$ cat src/design/plane_pair_intersection_top_macros.svh
// ----------------------------------------------------------------------------
// plane pair intersection assertion macros
// concurrent check wrappers that drop out of synthesis builds
// ----------------------------------------------------------------------------
`ifndef PLANE_PAIR_INTERSECTION_TOP_MACROS_SVH
`define PLANE_PAIR_INTERSECTION_TOP_MACROS_SVH
`ifndef SYNTHESIS
// same-cycle implication
`define PPI_ASSERT_IMPLY(label, clk, rst, pre, post, msg) \
  label: assert property (@(posedge clk) disable iff (rst) (pre) |-> (post)) else $error(msg);
// next-cycle implication
`define PPI_ASSERT_NEXT(label, clk, rst, pre, post, msg) \
  label: assert property (@(posedge clk) disable iff (rst) (pre) |=> (post)) else $error(msg);
`else
`define PPI_ASSERT_IMPLY(label, clk, rst, pre, post, msg)
`define PPI_ASSERT_NEXT(label, clk, rst, pre, post, msg)
`endif
`endif

$ cat src/design/ppi_pkg.sv
// ----------------------------------------------------------------------------
// ppi_pkg
// types and constants shared by the plane pair intersection pipeline
// ----------------------------------------------------------------------------
`timescale 1ns / 1ps
package ppi_pkg;

  localparam int FRAC_BITS = 16;
  localparam int QUO_W     = 32;
  localparam int DET_W     = 128;
  localparam int MAG_W     = 128;
  localparam int REM_W     = DET_W + QUO_W;
  localparam int K_W       = 98;
  localparam int NUM_W     = 130;
  localparam int DIV_CELLS = QUO_W;

  localparam logic [64:0] HALF_LSB = 65'(1) << (FRAC_BITS - 1);
  localparam logic [32:0] LIM_POS  = 33'h0_7FFF_FFFF;
  localparam logic [32:0] LIM_NEG  = 33'h0_8000_0000;

  typedef struct packed {
    logic signed [31:0] first_normal_x;
    logic signed [31:0] first_normal_y;
    logic signed [31:0] first_normal_z;
    logic signed [31:0] first_offset;
    logic signed [31:0] second_normal_x;
    logic signed [31:0] second_normal_y;
    logic signed [31:0] second_normal_z;
    logic signed [31:0] second_offset;
  } in_item_t;

  typedef struct packed {
    logic signed [31:0] point_x;
    logic signed [31:0] point_y;
    logic signed [31:0] point_z;
    logic signed [31:0] direction_x;
    logic signed [31:0] direction_y;
    logic signed [31:0] direction_z;
    logic               parallel;
    logic               saturated;
  } out_item_t;

  // state handed from one divider cell to the next
  typedef struct packed {
    logic                        valid;
    logic [2:0][REM_W-1:0]       rem;
    logic [REM_W-1:0]            dsh;
    logic [2:0][QUO_W-1:0]       quo;
    logic [2:0]                  neg;
    logic [2:0]                  ovf;
    logic [2:0][31:0]            dir;
    logic                        dir_sat;
    logic                        par;
  } div_t;

endpackage

$ cat src/design/ppi_div_cell.sv
// ----------------------------------------------------------------------------
// ppi_div_cell
// one restoring division step for the three point lanes, one quotient bit
// ----------------------------------------------------------------------------
`timescale 1ns / 1ps
module ppi_div_cell (
  input  logic          clk,
  input  logic          rst,
  input  logic          adv,
  input  ppi_pkg::div_t cur,
  output ppi_pkg::div_t nxt
);
  import ppi_pkg::*;

  div_t             step;
  logic [REM_W-1:0] trial;

  // compare against the halved divisor and subtract where it fits
  always_comb begin
    step     = cur;
    trial    = cur.dsh >> 1;
    step.dsh = trial;
    for (int i = 0; i < 3; i++) begin
      if (cur.rem[i] >= trial) begin
        step.rem[i] = cur.rem[i] - trial;
        step.quo[i] = {cur.quo[i][QUO_W-2:0], 1'b1};
      end else begin
        step.quo[i] = {cur.quo[i][QUO_W-2:0], 1'b0};
      end
    end
  end

  // hand to the next cell
  always_ff @(posedge clk) begin
    if (rst) begin
      nxt.valid <= 1'b0;
    end else if (adv) begin
      nxt <= step;
    end
  end

endmodule

$ cat config.mk
export PLATFORM = sky130hd
export DESIGN_NAME = ppi_div_cell
export DESIGN_NICKNAME = d
export VERILOG_FILES = /design/src/design/plane_pair_intersection_top_macros.svh /design/src/design/ppi_pkg.sv /design/src/design/ppi_div_cell.sv
export SDC_FILE = /design/constraint.sdc
export NUM_CORES = 2
export LEC_CHECK = 0
export BUFFER_PORTS_ARGS = -buffer_cell sky130_fd_sc_hd__buf_2
export CAP_MARGIN = 20
export CORE_AREA = 4 4 662 664
export DETAILED_ROUTE_END_ITERATION = 12
export DIE_AREA = 0 0 666 668
export GPL_ROUTABILITY_DRIVEN = 0
export SYNTH_ARGS = -nofsm -noshare
export SYNTH_HDL_FRONTEND = slang
export SYNTH_SLANG_ARGS = --single-unit
$ cat constraint.sdc
create_clock -name clk -period 53.4 [get_ports clk]
set_clock_uncertainty 0.15 [all_clocks]
set_input_delay 0 -clock clk [delete_from_list [all_inputs] [get_ports clk]]
set_output_delay 0 -clock clk [all_outputs]
set_load 0.05 [all_outputs]
==> metrics.txt <==
run status complete, no violations; M1 GR Usage about a quarter; first-pass GRT wire length approximately 650 mm; met2 Use GR 33.6%; min cycle time layout roughly 10000 ps; Pre-antenna DRT Iters 13; vias in the first global route between 70000 and 80000; # rows roughly 240; worst path required time between 50000 and 60000 ps; Avg Cell Area, Syn around 9 µm²; total congestion overflow 0; worst skew pair latency 820 ps; routed wire length around 500 mm; Synth Instances roughly 7000; post-CTS resize count 0; Post-Place Setup Slack between 40000 and 50000 ps; worst r2r path cells 3; Seq/Total Area, Yosys between 40% and 50%; Ys Warns 0; port bufs around 1700; Num CTS Buffers ~130; LEAKAGE 40.1 nW; hpwl dp 430 mm; die area 0.445 mm²; Core Box Area roughly 0.43 mm²; CP Launch Type input port; worst vdd ir about 0.028 mV; total power a little under 3 mW; Placed Cells 14100; vias per cell about 4.6; CTS root buffer clkbuf_16; register area 0.0252 mm²; Post-synth EDFFs 839; DRC 0; TritonCTS Sinks 840; Worst slew margin 15.0%; Layout area overhead 60.1%; GR Util met3 9.88%; worst hold-check path type in2reg; share of flip-flops with an asynchronous set or reset 0%; max reg flops between 800 and 900; Worst Setup End Kind flop; crit path kind in2reg; post-synth net total approximately 8300; antenna violations before repair 235; highest clock rate a little over 100 MHz; setup ws final 43480 ps; 1st-iter DRT viols 8928; final cycle utilization of the critical path about 19%; clock slew at reported path FFs 60 ps; fill count 47200; Max-Cap Viols 0; largest register by flop count nxt; Post-synth top flop edfxtp_1; H-tree Lvls 3; Final setup viols 0; Die Span X 666 µm; area of the multi-input gates roughly 0.034 mm²; flops & latches, synth 840; Syn Std Cell Area between 0.06 and 0.07 mm²; GRT Total Usage 21.6%; Regs by FF count nxt (840); endpoints failing hold 0; most common cell after layout, fill and taps aside dlygate4sd3_1; Final ANT Viol Nets 0; Hold Path Stages 4; TNS Setup 0 ps; crit path DAT 10410 ps; total number of vias 74600; count of cell types in the netlist approximately 110; post-route insts no fill about 16000; starting density of the core approximately 14%; Post-CTS Repair Setup Buffers 0; largest net degree at the start of global routing between 100 and 150; I/O pins around 1700; CP max FO 111; share of cells above drive strength 1 20.1%; wire per inst ~31 µm; die height about 670 µm; most frequent cells in the layout dlygate4sd3_1, buf_2, a21oi_1; PD cells between 20 and 30 mW/mm²; gr busiest metal met2; Max Slew Vio Count 0; # hold bufs at CTS approximately 1800; Clock Tree Buf Depth 4; RSZ-0062 raised after global routing false; Final #Nets around 12000; Worst-Margin Slew about 1300 ps; CTS tree built
## critical path, cell delays in order
cell           delay, ps
dlygate4sd3_1        600
buf_2                150
inv_1                540
ha_1                 410
nand4_1              170
a211oi_1              60
buf_4                170
o31a_1               370
nor2_1               270
o21ai_2              160
a21oi_1              150
buf_4                190
o211ai_1             240
nand2_1              580
and2_1               370
o41a_1               540
o21ai_1              260
a21oi_1              670
o21ai_1              490
a41oi_4              280
buf_4                560
buf_4                620
buf_12               340
buf_4                720
o21ai_0              270
dlygate4sd3_1        630
## cell families after synthesis
logic type | synth area share, %
AOI/OAI and AO/OA | 23.1
xor gates and xnor gates | 6.53
other | 0.00602
adders and majority gates | 9.67
muxes | 1.20
and+or+nand+nor | 14.6
buffers and inverters | 4.49
DFF | 40.5
## worst paths after layout
| check | endpoint | from | slack (ps) |
|---|---|---|---|
| setup reg to reg | nxt[840]$_SDFFE_PP0P_ | nxt[840]$_SDFFE_PP0P_ | 52090 |
| hold reg to reg | nxt[840]$_SDFFE_PP0P_ | nxt[840]$_SDFFE_PP0P_ | 920 |
| hold / removal | nxt[360]$_DFFE_PP_ | cur[360] | 80 |
| setup / recovery | nxt[546]$_DFFE_PP_ | cur[207] | 43480 |
## area by class of cell
type	count	share of cell area, %
tap	5734	7.19
multi-input combinational	5411	34.4
timing repair buffer	3589	27.4
clock buffer	137	3.18
clock inverter	91	0.845
antenna	152	0.381
sequential	840	25.3
inverter	335	1.26
## power by group
| group | total [mW] | internal [mW] | switching (mW) |
|---|---|---|---|
| sequential | 0.833 | 0.811 | 0.0216 |
| clock | 0.856 | 0.474 | 0.382 |
| combinational | 1.20 | 0.380 | 0.817 |
## layer usage
layer	share of wire, %	wire, µm
met1	36	183000
met2	43	220000
met3	13	65400
met5	0.18	897
met4	7.9	40000
## stage by stage
stage          hold WS, ps  util [%]  area (µm²)
2_1_floorplan        -77.6         -       62300
3_3_place_gp          27.0      17.8       77000
3_5_place_dp          28.4      17.8       77000
4_1_cts              0.239      22.9       99400
5_1_grt               22.3      23.0       99600
6_report              81.0      23.0       99800
## synthesized netlist by cell type (all sizes together) (8+ instances only)
cell type | instances | area share (%)
a211o | 8 | 0.11
a211oi | 31 | 0.39
a21boi | 28 | 0.34
a21o | 227 | 2.7
a21oi | 1032 | 8.3
a221oi | 16 | 0.25
a31o | 8 | 0.11
a31oi | 55 | 0.61
a41oi | 10 | 0.15
and2 | 13 | 0.13
and3 | 21 | 0.21
buf | 97 | 0.83
clkbuf | 273 | 1.6
edfxtp | 839 | 40
ha | 477 | 9.6
inv | 335 | 2.0
mux2 | 64 | 1.2
nand2 | 658 | 4.0
nand2b | 53 | 0.53
nand3 | 60 | 0.48
nand4 | 255 | 2.6
nor2 | 693 | 4.2
nor2b | 50 | 0.50
nor3 | 92 | 0.76
nor4 | 31 | 0.32
o211ai | 22 | 0.28
o21a | 65 | 0.78
o21ai | 578 | 4.7
o21bai | 165 | 2.0
o221ai | 14 | 0.21
o31a | 10 | 0.14
o31ai | 38 | 0.49
o41ai | 20 | 0.39
or2 | 21 | 0.21
or3 | 28 | 0.29
or4 | 9 | 0.11
xnor2 | 279 | 3.9
xor2 | 186 | 2.6
Power figures use the tool's default switching activity.
