$ cat config.mk
export PLATFORM = sky130hd
export DESIGN_NAME = ppi_back
export DESIGN_NICKNAME = d
export VERILOG_FILES = /design/src/design/plane_pair_intersection_top_macros.svh /design/src/design/ppi_pkg.sv /design/src/design/ppi_back.sv
export SDC_FILE = /design/constraint.sdc
export NUM_CORES = 1
export LEC_CHECK = 0
export ABC_AREA = 1
export BUFFER_PORTS_ARGS = -buffer_cell sky130_fd_sc_hd__buf_2
export CAP_MARGIN = 20
export CORE_AREA = 2 2 406 408
export DETAILED_ROUTE_END_ITERATION = 8
export DIE_AREA = 0 0 408 410
export GPL_ROUTABILITY_DRIVEN = 0
export PLACE_DENSITY = 0.45
export SETUP_SLACK_MARGIN = 0.02
export SLEW_MARGIN = 20
export SYNTH_ARGS = -nofsm -noshare
export SYNTH_HDL_FRONTEND = slang
export SYNTH_SLANG_ARGS = --single-unit
$ cat constraint.sdc
create_clock -name clk -period 42.4 [get_ports clk]
set_clock_uncertainty 0.2 [all_clocks]
set_input_delay 6.36 -clock clk [delete_from_list [all_inputs] [get_ports clk]]
set_output_delay 6.36 -clock clk [all_outputs]
set_load 0.1 [all_outputs]
$ cat src/design/plane_pair_intersection_top_macros.svh
// ----------------------------------------------------------------------------
// plane pair intersection assertion macros
// concurrent check wrappers that drop out of synthesis builds
// ----------------------------------------------------------------------------
`ifndef PLANE_PAIR_INTERSECTION_TOP_MACROS_SVH
`define PLANE_PAIR_INTERSECTION_TOP_MACROS_SVH
`ifndef SYNTHESIS
// same-cycle implication
`define PPI_ASSERT_IMPLY(label, clk, rst, pre, post, msg) \
  label: assert property (@(posedge clk) disable iff (rst) (pre) |-> (post)) else $error(msg);
// next-cycle implication
`define PPI_ASSERT_NEXT(label, clk, rst, pre, post, msg) \
  label: assert property (@(posedge clk) disable iff (rst) (pre) |=> (post)) else $error(msg);
`else
`define PPI_ASSERT_IMPLY(label, clk, rst, pre, post, msg)
`define PPI_ASSERT_NEXT(label, clk, rst, pre, post, msg)
`endif
`endif

$ cat src/design/ppi_pkg.sv
// ----------------------------------------------------------------------------
// ppi_pkg
// types and constants shared by the plane pair intersection pipeline
// ----------------------------------------------------------------------------
`timescale 1ns / 1ps
package ppi_pkg;

  localparam int FRAC_BITS = 16;
  localparam int QUO_W     = 32;
  localparam int DET_W     = 128;
  localparam int MAG_W     = 128;
  localparam int REM_W     = DET_W + QUO_W;
  localparam int K_W       = 98;
  localparam int NUM_W     = 130;
  localparam int DIV_CELLS = QUO_W;

  localparam logic [64:0] HALF_LSB = 65'(1) << (FRAC_BITS - 1);
  localparam logic [32:0] LIM_POS  = 33'h0_7FFF_FFFF;
  localparam logic [32:0] LIM_NEG  = 33'h0_8000_0000;

  typedef struct packed {
    logic signed [31:0] first_normal_x;
    logic signed [31:0] first_normal_y;
    logic signed [31:0] first_normal_z;
    logic signed [31:0] first_offset;
    logic signed [31:0] second_normal_x;
    logic signed [31:0] second_normal_y;
    logic signed [31:0] second_normal_z;
    logic signed [31:0] second_offset;
  } in_item_t;

  typedef struct packed {
    logic signed [31:0] point_x;
    logic signed [31:0] point_y;
    logic signed [31:0] point_z;
    logic signed [31:0] direction_x;
    logic signed [31:0] direction_y;
    logic signed [31:0] direction_z;
    logic               parallel;
    logic               saturated;
  } out_item_t;

  // state handed from one divider cell to the next
  typedef struct packed {
    logic                        valid;
    logic [2:0][REM_W-1:0]       rem;
    logic [REM_W-1:0]            dsh;
    logic [2:0][QUO_W-1:0]       quo;
    logic [2:0]                  neg;
    logic [2:0]                  ovf;
    logic [2:0][31:0]            dir;
    logic                        dir_sat;
    logic                        par;
  } div_t;

endpackage

$ cat src/design/ppi_back.sv
// ----------------------------------------------------------------------------
// ppi_back
// rounds and clamps the quotients and assembles the result item
// ----------------------------------------------------------------------------
`timescale 1ns / 1ps
module ppi_back (
  input  logic              clk,
  input  logic              rst,
  input  logic              adv,
  input  ppi_pkg::div_t     fin,
  output logic              done_valid,
  output ppi_pkg::out_item_t done_item
);
  import ppi_pkg::*;

  logic             vb;
  logic [32:0]      q1 [3];
  logic [2:0]       negb, ovfb;
  logic [2:0][31:0] dirb;
  logic             dsatb, parb;
  logic [32:0]      q1_calc [3];
  out_item_t        item_calc;

  // round up when the remainder is at least half the divisor
  always_comb begin
    for (int i = 0; i < 3; i++) begin
      q1_calc[i] = {1'b0, fin.quo[i]}
                 + 33'({fin.rem[i], 1'b0} >= {1'b0, fin.dsh});
    end
  end

  // clamp, restore sign, zero the point on parallel planes
  always_comb begin
    logic [32:0]      lim;
    logic [31:0]      val;
    logic [2:0]       sat;
    logic [2:0][31:0] pt;
    lim = '0;
    val = '0;
    for (int i = 0; i < 3; i++) begin
      lim    = negb[i] ? LIM_NEG : LIM_POS;
      sat[i] = ovfb[i] || (q1[i] > lim);
      val    = sat[i] ? lim[31:0] : q1[i][31:0];
      pt[i]  = parb ? 32'd0 : (negb[i] ? (32'd0 - val) : val);
    end
    item_calc.point_x     = pt[0];
    item_calc.point_y     = pt[1];
    item_calc.point_z     = pt[2];
    item_calc.direction_x = dirb[0];
    item_calc.direction_y = dirb[1];
    item_calc.direction_z = dirb[2];
    item_calc.parallel    = parb;
    item_calc.saturated   = dsatb || (!parb && (|sat));
  end

  always_ff @(posedge clk) begin
    if (rst) begin
      vb         <= 1'b0;
      done_valid <= 1'b0;
    end else if (adv) begin
      vb    <= fin.valid;
      q1    <= q1_calc;
      negb  <= fin.neg;
      ovfb  <= fin.ovf;
      dirb  <= fin.dir;
      dsatb <= fin.dir_sat;
      parb  <= fin.par;
      done_valid <= vb;
      done_item  <= item_calc;
    end
  end

endmodule

==> flow_summary.html <==
<table>
<tr><th>Metric</th><th>Value</th></tr>
<tr><th colspan="2">Routing</th></tr>
<tr><td>Number of vias per cell</td><td>4.436</td></tr>
<tr><td>Count of TritonRoute iterations in the first routing pass</td><td>6</td></tr>
<tr><td>DRC viols</td><td>0</td></tr>
<tr><td>Number of nets still failing antenna checks after routing</td><td>0</td></tr>
<tr><td>Starting DRT DRC Count</td><td>2,133</td></tr>
<tr><td>Total wire length after detailed routing</td><td>166,700 um</td></tr>
<tr><td>Total via count in the routed design</td><td>31,280</td></tr>
<tr><td>WL/cell</td><td>23.64 um</td></tr>
<tr><th colspan="2">STA</th></tr>
<tr><td>Transition time at the pin with the least slew margin</td><td>1.021 ns</td></tr>
<tr><td>TNS Setup</td><td>0 ns</td></tr>
<tr><td>Max Freq</td><td>0.08822 GHz</td></tr>
<tr><td>Final number of hold-violating endpoints</td><td>0</td></tr>
<tr><td>Final hold slack</td><td>0.2153 ns</td></tr>
<tr><td>Crit share post-route</td><td>26.73%</td></tr>
<tr><td>Max-Slew Margin vs Limit</td><td>31.92%</td></tr>
<tr><td>Setup repair after global routing missed its margin</td><td>no</td></tr>
<tr><td>Final critical delay including setup and external delays</td><td>11.33 ns</td></tr>
<tr><td>Final critical-path setup slack</td><td>31.07 ns</td></tr>
<tr><td>Setup violation total in the final timing report</td><td>0</td></tr>
<tr><td>Count of final max-slew check failures</td><td>0</td></tr>
<tr><th colspan="2">Finish</th></tr>
<tr><td>Post-synthesis to final-layout area growth</td><td>29.69%</td></tr>
<tr><td>Multi-input gate area</td><td>18,240 um^2</td></tr>
<tr><td>Summed area of non-filler cells in the final layout</td><td>41,600 um^2</td></tr>
<tr><td>Share of cells above drive strength 1</td><td>25.74%</td></tr>
<tr><td>Filler cells</td><td>18,030</td></tr>
<tr><td>FF+latch area</td><td>11,960 um^2</td></tr>
<tr><td>Number of nets in the layout</td><td>6,149</td></tr>
<tr><th colspan="2">Pwr</th></tr>
<tr><td>Clk pwr share</td><td>33.4%</td></tr>
<tr><td>Proportion of total power due to net switching</td><td>33.67%</td></tr>
<tr><td>Leakage component of the power</td><td>0.01999 uW</td></tr>
<tr><td>Flop pwr share</td><td>39.3%</td></tr>
<tr><td>Peak supply drop</td><td>38.03 uV</td></tr>
<tr><td>Total power density per cell area</td><td>28.86 nW/um^2</td></tr>
<tr><td>Combinational group share of total power</td><td>27.4%</td></tr>
<tr><td>Pint</td><td>796.4 uW</td></tr>
<tr><td>Net switching power figure</td><td>404.3 uW</td></tr>
<tr><th colspan="2">Clock tree</th></tr>
<tr><td>Number of buffers inserted by hold repair at cts</td><td>0</td></tr>
<tr><td>H-tree levels</td><td>2</td></tr>
<tr><td>TritonCTS buffer count</td><td>44</td></tr>
<tr><td>Cell chosen for the clock root</td><td>sky130_fd_sc_hd__clkbuf_16</td></tr>
<tr><td>CTS tree</td><td>done</td></tr>
<tr><td>Number of buffers inserted to repair setup after CTS</td><td>0</td></tr>
<tr><td>Number of gates given a new drive strength after cts</td><td>0</td></tr>
<tr><td>Clk sinks</td><td>399</td></tr>
<tr><td>Clock Pin Slew Worst Setup and Hold Paths</td><td>0.06 ns</td></tr>
<tr><td>Max Buffers Root-to-Sink</td><td>3</td></tr>
<tr><td>Clk_lat worst skew</td><td>0.60 ns</td></tr>
<tr><th colspan="2">Setup path</th></tr>
<tr><td>Worst r2r path cells</td><td>23</td></tr>
<tr><td>Endpoint of the worst-slack reg-to-reg timing path</td><td>done_item[124]</td></tr>
<tr><td>WP data arrival</td><td>11.47 ns</td></tr>
<tr><td>Worst R2R Start</td><td>negb[2]</td></tr>
<tr><td>Slack of the worst reg-to-reg path</td><td>36.28 ns</td></tr>
<tr><td>CP Data Required Time</td><td>42.54 ns</td></tr>
<tr><td>Worst Setup Start Kind</td><td>primary input</td></tr>
<tr><td>Worst setup path startpoint</td><td>fin[248]</td></tr>
<tr><td>Worst Setup EP</td><td>q1[64]</td></tr>
<tr><td>CP max FO</td><td>4</td></tr>
<tr><td>Critical Path Sink Type</td><td>flip-flop</td></tr>
<tr><td>Setup Crit Path Kind</td><td>primary input to flip-flop</td></tr>
<tr><th colspan="2">Placed design</th></tr>
<tr><td>PortBufs</td><td>1,038</td></tr>
<tr><td>DP Area</td><td>39,830 um^2</td></tr>
<tr><td>Detail Placement HPWL</td><td>148,000 um</td></tr>
<tr><td>Pre-CTS setup slack</td><td>30.27 ns</td></tr>
<tr><th colspan="2">Floorplanning</th></tr>
<tr><td>Initial Util</td><td>19.62%</td></tr>
<tr><td># IOs</td><td>1,039</td></tr>
<tr><td>Count of standard-cell rows</td><td>149</td></tr>
<tr><td>Width of the die</td><td>408 um</td></tr>
<tr><td>Area of the core</td><td>163,500 um^2</td></tr>
<tr><td>Die H</td><td>410 um</td></tr>
<tr><td>Area of the die</td><td>167,300 um^2</td></tr>
<tr><th colspan="2">Yosys</th></tr>
<tr><td>Main combinational cell family by area after synthesis</td><td>adder cells</td></tr>
<tr><td>Synthesized-area fraction occupied by and/or/nand/nor cells</td><td>22.06%</td></tr>
<tr><td>Number of distinct standard cells referenced by the synthesized netlist</td><td>60</td></tr>
<tr><td>Register bit count reported by yosys</td><td>399</td></tr>
<tr><td>Syn_area_per_cell</td><td>8.729 um^2</td></tr>
<tr><td>Number of cells produced by synthesis</td><td>3,675</td></tr>
<tr><td>Xor and xnor area share after synthesis</td><td>2.184%</td></tr>
<tr><td>Top_reg_cell synth</td><td>sky130_fd_sc_hd__edfxtp_1</td></tr>
<tr><td>Async set-reset flop share out of synthesis</td><td>0%</td></tr>
<tr><td>Compound-Gate Fraction of Synth Area</td><td>9.739%</td></tr>
<tr><td>Sequential share of the synthesized area</td><td>37.29%</td></tr>
<tr><td>Post-synth EDFFs</td><td>397</td></tr>
<tr><td>Multiplexer share of the synthesized area</td><td>0%</td></tr>
<tr><td>Adder and majority gate portion of the synthesized area</td><td>22.82%</td></tr>
<tr><td>Number of warnings issued by yosys</td><td>0</td></tr>
<tr><td>Total standard cell area after synthesis</td><td>32,080 um^2</td></tr>
<tr><td>Syn Nets</td><td>5,104</td></tr>
<tr><th colspan="2">Global routing</th></tr>
<tr><td>Tot GR Track Use</td><td>19.11%</td></tr>
<tr><td>Wire length of the first global-routing pass</td><td>226,200 um</td></tr>
<tr><td>Vias in the first global route</td><td>30,630</td></tr>
<tr><td>Number of antenna violations at the first check in global routing</td><td>150</td></tr>
<tr><td>Maximum number of pins on one net before global-route repair</td><td>144</td></tr>
<tr><td>Overall overflow remaining after global route</td><td>0</td></tr>
<tr><th colspan="2">Run status</th></tr>
<tr><td>Result of the run</td><td>completed</td></tr>
<tr><th colspan="2">Flow run</th></tr>
<tr><td>Max-capacitance violation count</td><td>0</td></tr>
<tr><th colspan="2">Worst hold path</th></tr>
<tr><td>Hold Startpoint</td><td>dirb[53]</td></tr>
<tr><td>Classification of the worst-slack hold path</td><td>flip-flop to flip-flop</td></tr>
</table>
==> cells in the mapped netlist (all sizes together) (15+ instances only) <==
cell type | count | area (um^2)
a21oi | 293 | 1474
nor3 | 61 | 316.6
xnor2 | 30 | 262.8
o21ai | 128 | 651.9
inv | 425 | 1595
nand3 | 246 | 1319
nor4 | 27 | 168.9
clkbuf | 15 | 56.30
a31oi | 17 | 106.4
nand2 | 773 | 3009
buf | 34 | 225.2
ha | 585 | 7320
o21a | 16 | 120.1
xor2 | 50 | 437.9
nand4 | 90 | 600.6
a211oi | 22 | 165.2
edfxtp | 397 | 11920
o211ai | 19 | 142.6
nor2 | 353 | 1433
==> per-layer routing <==
layer / part of all wire, % / track usage, % / wire (um) / up-vias
li1: - / - / - / 15130
met3: 7.0 / 4.387 / 11650 / 448
met2: 47 / 32.62 / 78750 / 1331
met1: 36 / 19.80 / 59540 / 14340
met4: 9.9 / 16.56 / 16550 / 32
met5: 0.13 / 0 / 218 / -
==> sequential cells by signal, indices dropped and copies added (netlist names) <==
register and cells:
dsatb 1, q1 99, negb 3, parb 1, dirb 96, done_valid 1, vb 1, ovfb 3
done_item 194
==> critical path, cell delays in order <==
cell	delay [ns]
sky130_fd_sc_hd__buf_2	0.16
sky130_fd_sc_hd__inv_1	0.15
sky130_fd_sc_hd__ha_1	0.33
sky130_fd_sc_hd__nand2_1	0.05
sky130_fd_sc_hd__inv_1	0.06
sky130_fd_sc_hd__nand3_1	0.08
sky130_fd_sc_hd__nor3_1	0.60
sky130_fd_sc_hd__o21ai_0	0.43
sky130_fd_sc_hd__o2111ai_1	0.30
sky130_fd_sc_hd__nand2_1	0.11
sky130_fd_sc_hd__nand3_1	0.13
sky130_fd_sc_hd__a21boi_0	0.24
sky130_fd_sc_hd__o211ai_1	0.53
sky130_fd_sc_hd__ha_1	0.27
sky130_fd_sc_hd__nand3_1	0.11
sky130_fd_sc_hd__or3_1	0.39
sky130_fd_sc_hd__nor3_1	0.40
sky130_fd_sc_hd__nand3_1	0.18
sky130_fd_sc_hd__nor3_1	0.27
sky130_fd_sc_hd__nand2_1	0.12
sky130_fd_sc_hd__xor2_1	0.16
==> power by group through the flow <==
stage | Clock [uW] | Sequential (uW) | Combinational [uW]
CTS | 416 | 472 | 329
detailed placement | 0 | 480 | 328
global placement | 0 | 480 | 324
floorplan | 0 | 533 | 157
global route | 431 | 473 | 365
finish | 401 | 471 | 329
==> cells by family after synthesis <==
| logic type | count (synthesis) |
|---|---|
| buffers and inverters | 479 |
| xor gates and xnor gates | 80 |
| AOI/OAI and AO/OA | 549 |
| DFF | 399 |
| adders and majority gates | 585 |
| and+or+nand+nor | 1583 |
==> cell usage in the layout, fill, tap and decap left out, drive strengths merged, types with 5 or more instances in the layout <==
cell type / instances
nand3b: 8
a21oi: 293
o2111ai: 5
nand4: 90
edfxtp: 397
o21ai: 128
inv: 433
nand2: 773
nand3: 246
ha: 585
a221oi: 7
xnor2: 30
o211ai: 19
o221ai: 8
xor2: 50
nor4: 27
a211oi: 22
a31oi: 17
nor3: 61
buf: 1048
and3: 8
clkbuf: 46
nor2: 353
o21a: 16
diode: 107
bufinv: 6
a21o: 11
clkinv: 23
==> layout make-up <==
class                   instances  area share, %
multi-input cells            2797          43.83
flip-flops and latches        399          28.75
repair buffers               1048          12.70
well taps                    2189          6.583
inverters                     430          3.879
clock buffers                  46          2.664
clock inverters                35         0.9503
diodes                        107         0.6436
==> worst min-delay path by stage <==
stage	end	slack [ns]	depth (start not counted)
global route	done_item[40]	0.22	0
global placement	done_item[37]	0.20	0
detailed placement	done_item[50]	0.20	0
finish	done_item[55]	0.22	0
CTS	done_item[63]	0.22	0
floorplan	done_item[10]	0.20	0
==> stage by stage <==
step / std cells / power [uW] / utilization, %
final: 7051 / 1201 / 25.45
after CTS: 6944 / 1217 / 25.28
after global placement: 6863 / 803.7 / 24.36
after global routing: 7034 / 1269 / 25.42
after floorplan: 3675 / 689.5 / -
after detailed placement: 6863 / 808.0 / 24.36
No activity file was read; power rests on OpenSTA's default activity.
